--- src/design/dskv_pkg.sv ---
// Shared types, microcode program and constants for the dual Kalman velocity core.
package dskv_pkg;

  localparam int FRAC_BITS_DEF = 16;

  // Program counter
  localparam int PC_W = 5;
  typedef logic [PC_W-1:0] pc_t;

  // Input modes
  typedef enum logic [2:0] {
    MODE_PREDICT = 3'd0,
    MODE_WHEEL   = 3'd1,
    MODE_IMU     = 3'd2,
    MODE_ENTER   = 3'd3,
    MODE_LEAVE   = 3'd4,
    MODE_RESET   = 3'd5
  } mode_t;

  // Configuration register indexes
  typedef enum logic [2:0] {
    REG_TIME_STEP = 3'd0,
    REG_ANG_Q     = 3'd1,
    REG_LIN_Q     = 3'd2,
    REG_WHEEL_ANG = 3'd3,
    REG_IMU_ANG   = 3'd4,
    REG_WHEEL_LIN = 3'd5,
    REG_IMU_LIN   = 3'd6
  } reg_idx_t;

  // Multiplier operand select
  typedef enum logic [1:0] {
    MUL_NONE,
    MUL_DT,
    MUL_GAIN,
    MUL_COV
  } mul_t;

  // Datapath operation
  typedef enum logic [3:0] {
    ALU_NOP,
    ALU_LOAD,
    ALU_ROUND,
    ALU_PRED,
    ALU_SUM,
    ALU_DIV,
    ALU_UPD,
    ALU_ENTER,
    ALU_LEAVE,
    ALU_RESTORE,
    ALU_EMIT
  } alu_t;

  // Jump condition
  typedef enum logic [3:0] {
    JC_NEXT,
    JC_GOTO,
    JC_WAIT,
    JC_MODE,
    JC_SZERO,
    JC_LOOP,
    JC_FLAG_SET,
    JC_FLAG_CLR,
    JC_EMIT
  } jc_t;

  typedef struct packed {
    mul_t mul;
    alu_t alu;
    jc_t  jc;
    pc_t  target;
  } ctl_t;

  typedef struct packed {
    logic  accept;
    mode_t mode;
    logic  s_zero;
    logic  cnt_zero;
    logic  flag;
    logic  out_busy;
  } cond_t;

  // Program labels
  localparam pc_t AD_IDLE  = 5'd0;
  localparam pc_t AD_DISP  = 5'd1;
  localparam pc_t AD_PRED0 = 5'd2;
  localparam pc_t AD_PRED1 = 5'd3;
  localparam pc_t AD_PRED2 = 5'd4;
  localparam pc_t AD_UPD0  = 5'd5;
  localparam pc_t AD_UPD1  = 5'd6;
  localparam pc_t AD_UPD2  = 5'd7;
  localparam pc_t AD_UPD3  = 5'd8;
  localparam pc_t AD_UPD4  = 5'd9;
  localparam pc_t AD_UPD5  = 5'd10;
  localparam pc_t AD_ENT0  = 5'd11;
  localparam pc_t AD_ENT1  = 5'd12;
  localparam pc_t AD_LEV0  = 5'd13;
  localparam pc_t AD_LEV1  = 5'd14;
  localparam pc_t AD_RST0  = 5'd15;
  localparam pc_t AD_EMIT  = 5'd16;

  function automatic ctl_t ucode_rom(input pc_t pc);
    ctl_t w;
    w = '{mul: MUL_NONE, alu: ALU_NOP, jc: JC_NEXT, target: AD_IDLE};
    unique case (pc)
      AD_IDLE:  begin w.alu = ALU_LOAD; w.jc = JC_WAIT; end
      AD_DISP:  begin w.jc = JC_MODE; end
      AD_PRED0: begin w.mul = MUL_DT; end
      AD_PRED1: begin w.alu = ALU_ROUND; end
      AD_PRED2: begin w.alu = ALU_PRED; w.jc = JC_GOTO; w.target = AD_EMIT; end
      AD_UPD0:  begin w.alu = ALU_SUM; end
      AD_UPD1:  begin w.jc = JC_SZERO; w.target = AD_EMIT; end
      AD_UPD2:  begin w.alu = ALU_DIV; w.jc = JC_LOOP; w.target = AD_UPD2; end
      AD_UPD3:  begin w.mul = MUL_GAIN; end
      AD_UPD4:  begin w.mul = MUL_COV; w.alu = ALU_ROUND; end
      AD_UPD5:  begin w.alu = ALU_UPD; w.jc = JC_GOTO; w.target = AD_EMIT; end
      AD_ENT0:  begin w.jc = JC_FLAG_SET; w.target = AD_EMIT; end
      AD_ENT1:  begin w.alu = ALU_ENTER; w.jc = JC_GOTO; w.target = AD_EMIT; end
      AD_LEV0:  begin w.jc = JC_FLAG_CLR; w.target = AD_EMIT; end
      AD_LEV1:  begin w.alu = ALU_LEAVE; w.jc = JC_GOTO; w.target = AD_EMIT; end
      AD_RST0:  begin w.alu = ALU_RESTORE; w.jc = JC_GOTO; w.target = AD_EMIT; end
      AD_EMIT:  begin w.alu = ALU_EMIT; w.jc = JC_EMIT; w.target = AD_IDLE; end
      default:  begin w.jc = JC_GOTO; w.target = AD_IDLE; end
    endcase
    return w;
  endfunction

endpackage

--- src/design/dskv_seq.sv ---
// Microcode sequencer: step counter, control store and jump logic.
module dskv_seq
  import dskv_pkg::*;
(
  input  logic  clk,
  input  logic  rst_n,
  input  cond_t cond,
  output ctl_t  ctl
);

  pc_t pc_r, pc_nxt, pc_inc;

  assign ctl    = ucode_rom(pc_r);
  assign pc_inc = pc_r + pc_t'(1);

  function automatic pc_t mode_entry(input mode_t m);
    pc_t a;
    a = AD_EMIT;
    unique case (m)
      MODE_PREDICT: a = AD_PRED0;
      MODE_WHEEL,
      MODE_IMU:     a = AD_UPD0;
      MODE_ENTER:   a = AD_ENT0;
      MODE_LEAVE:   a = AD_LEV0;
      MODE_RESET:   a = AD_RST0;
      default:      a = AD_EMIT;  // unused modes just report
    endcase
    return a;
  endfunction

  always_comb begin
    unique case (ctl.jc)
      JC_NEXT:     pc_nxt = pc_inc;
      JC_GOTO:     pc_nxt = ctl.target;
      JC_WAIT:     pc_nxt = cond.accept ? pc_inc : pc_r;
      JC_MODE:     pc_nxt = mode_entry(cond.mode);
      JC_SZERO:    pc_nxt = cond.s_zero ? ctl.target : pc_inc;
      JC_LOOP:     pc_nxt = cond.cnt_zero ? pc_inc : ctl.target;
      JC_FLAG_SET: pc_nxt = cond.flag ? ctl.target : pc_inc;
      JC_FLAG_CLR: pc_nxt = cond.flag ? pc_inc : ctl.target;
      JC_EMIT:     pc_nxt = cond.out_busy ? pc_r : ctl.target;
      default:     pc_nxt = AD_IDLE;
    endcase
  end

  always_ff @(posedge clk) begin
    if (!rst_n) begin
      pc_r <= AD_IDLE;
    end else begin
      pc_r <= pc_nxt;
    end
  end

endmodule

--- config.mk ---
export PLATFORM = sky130hd
export DESIGN_NAME = dskv_seq
export DESIGN_NICKNAME = d
export VERILOG_FILES = /design/src/design/dskv_pkg.sv /design/src/design/dskv_seq.sv
export SDC_FILE = /design/constraint.sdc
export NUM_CORES = 1
export LEC_CHECK = 0
export BUFFER_PORTS_ARGS = -buffer_cell sky130_fd_sc_hd__clkbuf_2
export CORE_MARGIN = 5
export CORE_UTILIZATION = 40
export CTS_BUF_LIST = sky130_fd_sc_hd__clkbuf_4
export DETAILED_ROUTE_END_ITERATION = 16
export HOLD_SLACK_MARGIN = 0.12
export PLACE_DENSITY = 0.75
export SETUP_SLACK_MARGIN = 0.1
export SLEW_MARGIN = 25
export SYNTH_ARGS = -nofsm -noshare
export SYNTH_HDL_FRONTEND = slang
export SYNTH_SLANG_ARGS = --single-unit
export TNS_END_PERCENT = 20
--- constraint.sdc ---
create_clock -name clk -period 5.1 [get_ports clk]
set_input_delay 0.765 -clock clk [delete_from_list [all_inputs] [get_ports clk]]
set_output_delay 0.765 -clock clk [all_outputs]
set_load 0.02 [all_outputs]
==> results of run 1 <==
## critical path: stages (launching register included)
cell and delay (ns):
dfxtp_1 0.43, inv_1 0.12, ha_1 0.32, or2_1 0.26, a221oi_2 0.32, nor2_1 0.08
a211o_1 0.32, nand2_1 0.07, clkbuf_2 0.17
## Yosys cell counts, drive strengths merged (2+ instances only)
cell / count / area, sq um
xnor2: 2 / 17.52
nor2: 20 / 80.07
inv: 8 / 30.03
a31oi: 2 / 12.51
o22ai: 3 / 25.02
buf: 10 / 67.56
or2: 2 / 12.51
o21ba: 2 / 20.02
nand3b: 2 / 15.01
and2: 2 / 12.51
and3: 3 / 18.77
nand3: 4 / 20.02
a21oi: 9 / 45.04
nand2: 16 / 60.06
clkbuf: 4 / 16.26
or3: 2 / 12.51
a32o: 2 / 20.02
o21ai: 13 / 65.06
o21a: 2 / 15.01
dfxtp: 5 / 100.1
a211o: 2 / 17.52
a211oi: 4 / 35.03
nand2b: 2 / 12.51
a32oi: 3 / 33.79
ha: 5 / 62.56
nor3: 2 / 10.01
## logic make-up (layout without fill, tap and decap cells)
family | Yosys count | after routing | synth area share [%]
multiplexers | 1 | 1 | 0.9877
buffers and inverters | 23 | 36 | 11.60
adder cells (fa/ha/maj) | 5 | 5 | 6.173
AND/OR/NAND/NOR | 60 | 60 | 29.51
XOR/XNOR | 3 | 3 | 2.593
AO/OA/AOI/OAI | 51 | 51 | 38.89
other | 1 | 1 | 0.3700
flip-flops | 5 | 5 | 9.877
## layer usage
layer | vias to the layer above | wire length, um | GRT usage, %
met1 | 536 | 1157 | 21.40
met3 | 9 | 310 | 4.468
li1 | 566 | - | -
met2 | 76 | 1325 | 28.40
met5 | - | 0 | 0
met4 | 0 | 53 | 6.646
## layout make-up
cell class | instances | area share, %
clock buffer | 4 | 2.700
inverter | 9 | 3.037
timing repair buffer | 23 | 10.35
sequential | 5 | 8.999
tap | 30 | 3.375
multi-input combinational | 121 | 71.54
## stage by stage
step / cell area, sq um / setup WS (ns) / instances / util, % / total power, uW
global route: 1112 / 1.810 / 192 / 45.31 / 722.5
detailed placement: 1082 / 2.278 / 188 / 44.09 / 603.9
global placement: 1082 / 2.385 / 188 / 44.09 / 591.1
floorplan: 1013 / 2.589 / 149 / - / 493.3
CTS: 1112 / 2.020 / 192 / 45.31 / 656.4
finish: 1112 / 2.009 / 192 / 45.31 / 660.4
## worst max-delay path by stage
stage | end | start | cells past startpoint | slack, ns
2_1_floorplan | ctl[5] | pc_r[0]$_SDFFE_PN0P_ | 6 | 2.59
3_3_place_gp | ctl[5] | pc_r[0]$_SDFFE_PN0P_ | 8 | 2.38
3_5_place_dp | ctl[5] | pc_r[0]$_SDFFE_PN0P_ | 8 | 2.28
4_1_cts | ctl[5] | pc_r[0]$_SDFFE_PN0P_ | 8 | 2.02
5_1_grt | ctl[5] | pc_r[0]$_SDFFE_PN0P_ | 8 | 1.81
6_report | ctl[5] | pc_r[0]$_SDFFE_PN0P_ | 8 | 2.01
## power breakdown
group	total [uW]	internal (uW)	switching (uW)	leakage, uW
combinational	510	200	310	0.000440
sequential	101	53.3	47.3	0.0000409
clock	49.7	34.8	14.9	0.0000184
total	660	288	373	0.000499
==> flow_summary.yaml, run 1 <==
outcome:
  status: "complete, no violations"
worst_setup_path:
  cp-end-kind: "output port"
  required_ns: 4.34
  worstReg2RegEnd: "pc_r[4]$_SDFFE_PN0P_"
  cp_max_fo: 8
  worstSetupPathType: "flip-flop to output port"
  cp_data_arrival_time_ns: 2.33
  ff2ff_path_depth: 6
  reg2reg_setup_slack_ns: 2.58
  start_kind: "flip-flop"
  r2r-start: "pc_r[2]$_SDFFE_PN0P_"
yosys:
  ys.flop_type: "dfxtp_1"
  avgSynthCellArea_sq_um: 6.802
  synth_cell_types: 55
  yosysWarnings: 0
  syn_nets: 164
  synth_cells: 149
  ys_seq_area_share_pct: 9.877
  async_flop_share_pct: 0
  ys_seq_elements: 5
  synth_edf_count: 0
  syn-cell-area_sq_um: 1013
die:
  start_util_pct: 41.28
  die_h_um: 60.34
  die_w_um: 60.34
  num_rows: 18
  num_io_pins: 25
  coreArea_sq_um: 2455
  dieArea_sq_um: 3640
min_path:
  min-delay-start: "pc_r[0]$_SDFFE_PN0P_"
  hold_end: "pc_r[0]$_SDFFE_PN0P_"
  hold_class: "flip-flop to flip-flop"
  hold_depth: 2
global_routing:
  grt_max_degree: 28
  grt_pass1_wl_um: 4864
  grtUsageTotal_pct: 17.21
  antenna_found_initial: 0
  grt_pass1_vias: 1105
  overflow: 0
drt:
  firstDrtPassIters: 7
  wl_per_cell_um: 14.83
  wl_um: 2847
  num_vias: 1187
  drc: 0
  antenna_left: 0
  vias_per_cell: 6.182
  first_iter_violations: 80
sta:
  maxSlewViolCount: 0
  fin_hold_ws_ns: 0.6677
  tightest_slew_ns: 0.8886
  setup_viol: 0
  grt_setup_unrepaired: "no"
  finalClockSkew_ns: 0.002974
  hold_viol_final: 0
  slew-limit-headroom_pct: 40.68
  setup_tns_ns: 0
  max_freq_mhz: 323.6
  fin_crit_ns: 3.091
  timing.final.crit_share_pct: 60.60
placed_design:
  numPortBuffers: 23
  gp_congestion: 0.9797
  hpwlAfterDp_um: 2163
final_layout:
  mostFrequentLayoutCell: "clkbuf_2"
  seq_area_sq_um: 100.1
  fillCellCount: 265
  top_regs: "pc_r: 5 flops"
  regMostFlops: "pc_r"
  nets: 178
  largest_reg_flops: 5
  area_growth_pct: 9.753
  layout_common_cells: "clkbuf_2 (23), nor2_1 (18), nand2_1 (16)"
  n_antenna_cell: 0
  drive_gt1_share_pct: 22.84
  multiInputGateArea_sq_um: 795.8
clock_network:
  cts_buffer_depth: 2
  ctsResizeCount: 0
  clk_pin_slew_ns: 0.04
  ctsHoldBuffers: 0
  clk_latency_ns: 0.24
  clock-sinks: 5
  root_buffer: "clkbuf_4"
  cts_tree: "built"
  cts_max_level: 1
  post-cts-setup-buffer-count: 0
  cts_buffers: 3
power_and_ir_drop:
  ir_drop_uv: 387.9
  power_density_nw_per_um2: 593.7
  cellLeakagePower_uw: 0.0004989
job:
  max_cap_violations: 0
Note: power is estimated with default switching activity, not from simulation.
==> inputs of run 2 (changes only) <==
clock period = 3.1 ns   (was 5.1 ns; I/O delays follow)
==> run 2 against run 1 <==
  * Power grew 66%
  * Wire length shrank 0.11%
  * Worst hold slack lost 0.14 ns
  * Critical path depth shrank 2
  * Cell area grew 1.3%
  * Largest power group unchanged
  * Highest routed layer unchanged
==> flow_summary.yaml, run 2 (synthesis results as in run 1) <==
outcome:
  status: "complete, no violations"
die:
  coreArea_sq_um: 2455
  num_io_pins: 25
  die_w_um: 60.34
  start_util_pct: 41.28
  die_h_um: 60.34
  num_rows: 18
  dieArea_sq_um: 3640
placed_design:
  gp_congestion: 0.9543
  post_dp_cell_area_sq_um: 1097
  dp.cells: 190
  numPortBuffers: 23
  hpwlAfterDp_um: 2199
  dp_worst_setup_slack_ns: 0.6591
final_layout:
  largest_reg_flops: 5
  mostFrequentLayoutCell: "clkbuf_2"
  nets: 180
  area_growth_pct: 11.23
  drive_gt1_share_pct: 23.78
  regMostFlops: "pc_r"
  final_area_sq_um: 1127
  top_regs: "pc_r: 5 flops"
  fillCellCount: 252
  layout_common_cells: "clkbuf_2 (23), nor2_1 (18), nand2_1 (16)"
  layout.cells.non_filler: 194
  n_antenna_cell: 0
sta:
  grt_setup_unrepaired: "no"
  max_freq_mhz: 362.4
  fin_ws_ns: 0.3410
  slew-limit-headroom_pct: 39.96
  hold_viol_final: 0
  setup_viol: 0
  maxSlewViolCount: 0
  setup_tns_ns: 0
  fin_crit_ns: 2.759
  tightest_slew_ns: 0.8994
  timing.final.crit_share_pct: 89.00
  finalClockSkew_ns: 0.006194
power_and_ir_drop:
  cellLeakagePower_uw: 0.0005095
  ir_drop_uv: 481.1
  power_density_nw_per_um2: 972.9
  finalPower_uw: 1097
clock_network:
  clk_pin_slew_ns: 0.05
  clk_latency_ns: 0.24
  cts_buffers: 3
  root_buffer: "clkbuf_4"
  post-cts-setup-buffer-count: 0
  clock-sinks: 5
  ctsHoldBuffers: 0
  cts_max_level: 1
  cts_tree: "built"
  cts_buffer_depth: 2
  ctsResizeCount: 0
global_routing:
  grt_max_degree: 28
  antenna_found_initial: 0
  grt_pass1_vias: 1075
  grtUsageTotal_pct: 16.83
  overflow: 0
  grt_pass1_wl_um: 4802
drt:
  firstDrtPassIters: 5
  wl_per_cell_um: 14.66
  wl_um: 2844
  drc: 0
  first_iter_violations: 106
  vias_per_cell: 6.000
  num_vias: 1164
  antenna_left: 0
worst_setup_path:
  cpMostUsedCell: "a211o_1"
  crit_chain: "o21ai_0 -> a211o_1 -> nor2_1 -> a211o_1 -> nand2_1 -> clkbuf_2"
  required_ns: 2.63
  slowest_delay_ns: 0.90
  reg2reg_setup_slack_ns: 0.59
  start_kind: "flip-flop"
  cp-end-kind: "output port"
  worstSetupPathType: "flip-flop to output port"
  slowest_stage: "dfxtp_1"
  cp_data_arrival_time_ns: 2.29
  cp_max_fo: 27
min_path:
  hold_class: "input pin to flip-flop"
job:
  max_cap_violations: 0
[run 2: worst max-delay path, delay by kind of cell, from the launching register on]
kind                   cells  cell delay (ns)
buffers and inverters      1             0.17
flip-flops                 1             0.90
AND/OR/NAND/NOR            2             0.20
AO/OA/AOI/OAI              3             0.76
[run 2: area by class of cell]
cell class	count	area, sq um	share of cell area (%)
multi-input combinational	121	795.8	70.59
clock buffer	4	30.03	2.664
inverter	9	33.78	2.997
timing repair buffer	25	130.1	11.54
sequential	5	100.1	8.879
tap	30	37.54	3.330
[run 2: path summary, 6_finish.rpt]
kind                             start              endpoint  cells after the start
hold reg to reg   pc_r[0]$_SDFFE_PN0P_  pc_r[0]$_SDFFE_PN0P_                      2
hold / removal                   rst_n  pc_r[4]$_SDFFE_PN0P_                      2
setup reg to reg  pc_r[2]$_SDFFE_PN0P_  pc_r[1]$_SDFFE_PN0P_                      6
setup / recovery  pc_r[2]$_SDFFE_PN0P_                ctl[5]                      6
[run 2: routing by layer]
layer | share of wire [%] | global-route usage, %
met5 | 0 | 0
met4 | 0.60 | 4.430
met3 | 9.0 | 4.468
met2 | 47 | 27.01
met1 | 43 | 22.32
[run 2: report_power, final]
part / internal (uW) / switching (uW)
Clock: 57.3 / 25.8
Combinational: 339 / 522
Sequential: 87.6 / 65.5
Total: 484 / 613
[run 2: per-stage QoR]
step                hold WS (ns)  util [%]
finish                    0.5291     45.92
global route              0.5328     45.92
CTS                       0.5082     45.92
detailed placement        0.6625     44.70
global placement          0.6565     44.70
floorplan                 0.5825         -
==> inputs of run 3 (changes only) <==
BUFFER_PORTS_ARGS = -buffer_cell sky130_fd_sc_hd__buf_2   (was -buffer_cell sky130_fd_sc_hd__clkbuf_2)
RECOVER_POWER = 50   (was default)
==> run 3 against run 2 <==
  * Global-route usage grew 0.50 points
  * Flip-flop and latch count unchanged
  * Sequential share of layout area increased by 0.21 points
  * Critical path depth is the same
  * Combinational power fell by 3.8%
  * Maximum frequency down 1.7%
  * Cell count shrank 0.52%
  * Setup slack got worse by 0.047 ns
  * Largest cell class unchanged
  * Largest power group unchanged
==> flow_summary.yaml, run 3 (synthesis results as in run 1) <==
outcome:
  status: "complete, no violations"
final_layout:
  largest_reg_flops: 5
  mostFrequentLayoutCell: "buf_2"
  nets: 179
  layout.cells.non_filler: 193
  n_antenna_cell: 0
  layout_common_cells: "buf_2 (20), nor2_1 (19), nand2_1 (16)"
  drive_gt1_share_pct: 19.02
  area_growth_pct: 8.642
  fillCellCount: 259
  top_regs: "pc_r: 5 flops"
  regMostFlops: "pc_r"
worst_setup_path:
  start_kind: "flip-flop"
  worstSetupPathType: "flip-flop to output port"
  cp-end-kind: "output port"
  slowest_delay_ns: 0.88
  worstReg2RegEnd: "pc_r[4]$_SDFFE_PN0P_"
  crit_chain: "nor2_1 -> a221oi_2 -> nor2_1 -> a211o_1 -> nand2_1 -> buf_2"
  setup.worst_path.end: "ctl[5]"
  slowest_stage: "dfxtp_1"
  cpMostUsedCell: "nor2_1"
  required_ns: 2.63
  r2r-start: "pc_r[0]$_SDFFE_PN0P_"
  startpoint: "pc_r[2]$_SDFFE_PN0P_"
  reg2reg_setup_slack_ns: 0.49
  cp_max_fo: 27
  cp_data_arrival_time_ns: 2.34
  ff2ff_path_depth: 7
drt:
  drc: 0
  wl_per_cell_um: 15.28
  wl_um: 2950
  firstDrtPassIters: 6
  num_vias: 1180
  first_iter_violations: 89
  antenna_left: 0
  vias_per_cell: 6.114
die:
  die_w_um: 60.34
  die_h_um: 60.34
  num_io_pins: 25
  num_rows: 18
  dieArea_sq_um: 3640
  coreArea_sq_um: 2455
  start_util_pct: 41.28
clock_network:
  cts_buffers: 3
  cts_buffer_depth: 2
  cts_max_level: 1
  ctsHoldBuffers: 0
  cts_tree: "built"
  post-cts-setup-buffer-count: 0
  root_buffer: "clkbuf_4"
  clk_latency_ns: 0.24
  clock-sinks: 5
  ctsResizeCount: 0
  clk_pin_slew_ns: 0.05
global_routing:
  grt_max_degree: 28
  overflow: 0
  grt_pass1_wl_um: 4919
  grt_pass1_vias: 1105
  grtUsageTotal_pct: 17.33
  antenna_found_initial: 0
sta:
  hold_viol_final: 0
  finalClockSkew_ns: 0.008216
  fin_crit_ns: 2.806
  grt_setup_unrepaired: "no"
  tightest_slew_ns: 0.8663
  slew-limit-headroom_pct: 42.17
  maxSlewViolCount: 0
  setup_tns_ns: 0
  setup_viol: 0
  timing.final.crit_share_pct: 90.52
  max_freq_mhz: 356.4
min_path:
  min-delay-start: "rst_n"
  hold_class: "input pin to flip-flop"
power_and_ir_drop:
  cellLeakagePower_uw: 0.0004994
  power_density_nw_per_um2: 967.1
  ir_drop_uv: 490.7
placed_design:
  dp.cells: 189
  numPortBuffers: 23
  hpwlAfterDp_um: 2194
  gp_congestion: 0.9697
job:
  max_cap_violations: 0
[run 3: worst max-delay path, delay by kind of cell (launching register included)]
family | cells | cell delay [ns]
DFF | 1 | 0.88
AOI/OAI and AO/OA | 2 | 0.65
and+or+nand+nor | 3 | 0.39
buffers and inverters | 1 | 0.16
[run 3: how the worst min path moves through the flow]
| stage | slack [ns] | cells after the start | endpoint |
|---|---|---|---|
| 2_1_floorplan | 0.58 | 1 | pc_r[3]$_SDFFE_PN0P_ |
| 3_3_place_gp | 0.65 | 2 | pc_r[0]$_SDFFE_PN0P_ |
| 3_5_place_dp | 0.68 | 2 | pc_r[0]$_SDFFE_PN0P_ |
| 4_1_cts | 0.50 | 2 | pc_r[4]$_SDFFE_PN0P_ |
| 5_1_grt | 0.51 | 2 | pc_r[4]$_SDFFE_PN0P_ |
| 6_report | 0.51 | 2 | pc_r[4]$_SDFFE_PN0P_ |
[run 3: power breakdown]
| group | switching [uW] | total, uW | internal, uW |
|---|---|---|---|
| sequential | 65.3 | 153 | 87.5 |
| combinational | 512 | 828 | 316 |
| clock | 26.3 | 83.7 | 57.4 |
| total | 603 | 1060 | 461 |
[run 3: area by class of cell]
type                       count  area (sq um)  share of cell area (%)
multi-input combinational    121         780.7                   70.91
inverter                       9         33.78                   3.068
clock buffer                   4         30.03                   2.727
sequential                     5         100.1                   9.091
tap                           30         37.54                   3.409
timing repair buffer          24         118.9                   10.80
[run 3: routing by layer]
layer  wire [um]  track usage [%]  up-vias
li1            -                -      565
met1        1193            21.60      527
met2        1368            28.70       82
met3         362            4.894        6
met4          26            5.696        0
met5           0                0        -
[run 3: per-stage QoR]
step / area [sq um] / setup WS, ns / util, % / power [uW] / hold WS, ns
after global routing: 1101 / 0.1647 / 44.85 / 1164 / 0.5111
after floorplan: 1013 / 0.8893 / - / 811.6 / 0.5825
after CTS: 1120 / 0.3429 / 45.62 / 1088 / 0.4973
after global placement: 1090 / 0.6511 / 44.39 / 965.6 / 0.6548
final: 1101 / 0.2940 / 44.85 / 1065 / 0.5136
after detailed placement: 1090 / 0.6290 / 44.39 / 995.4 / 0.6755
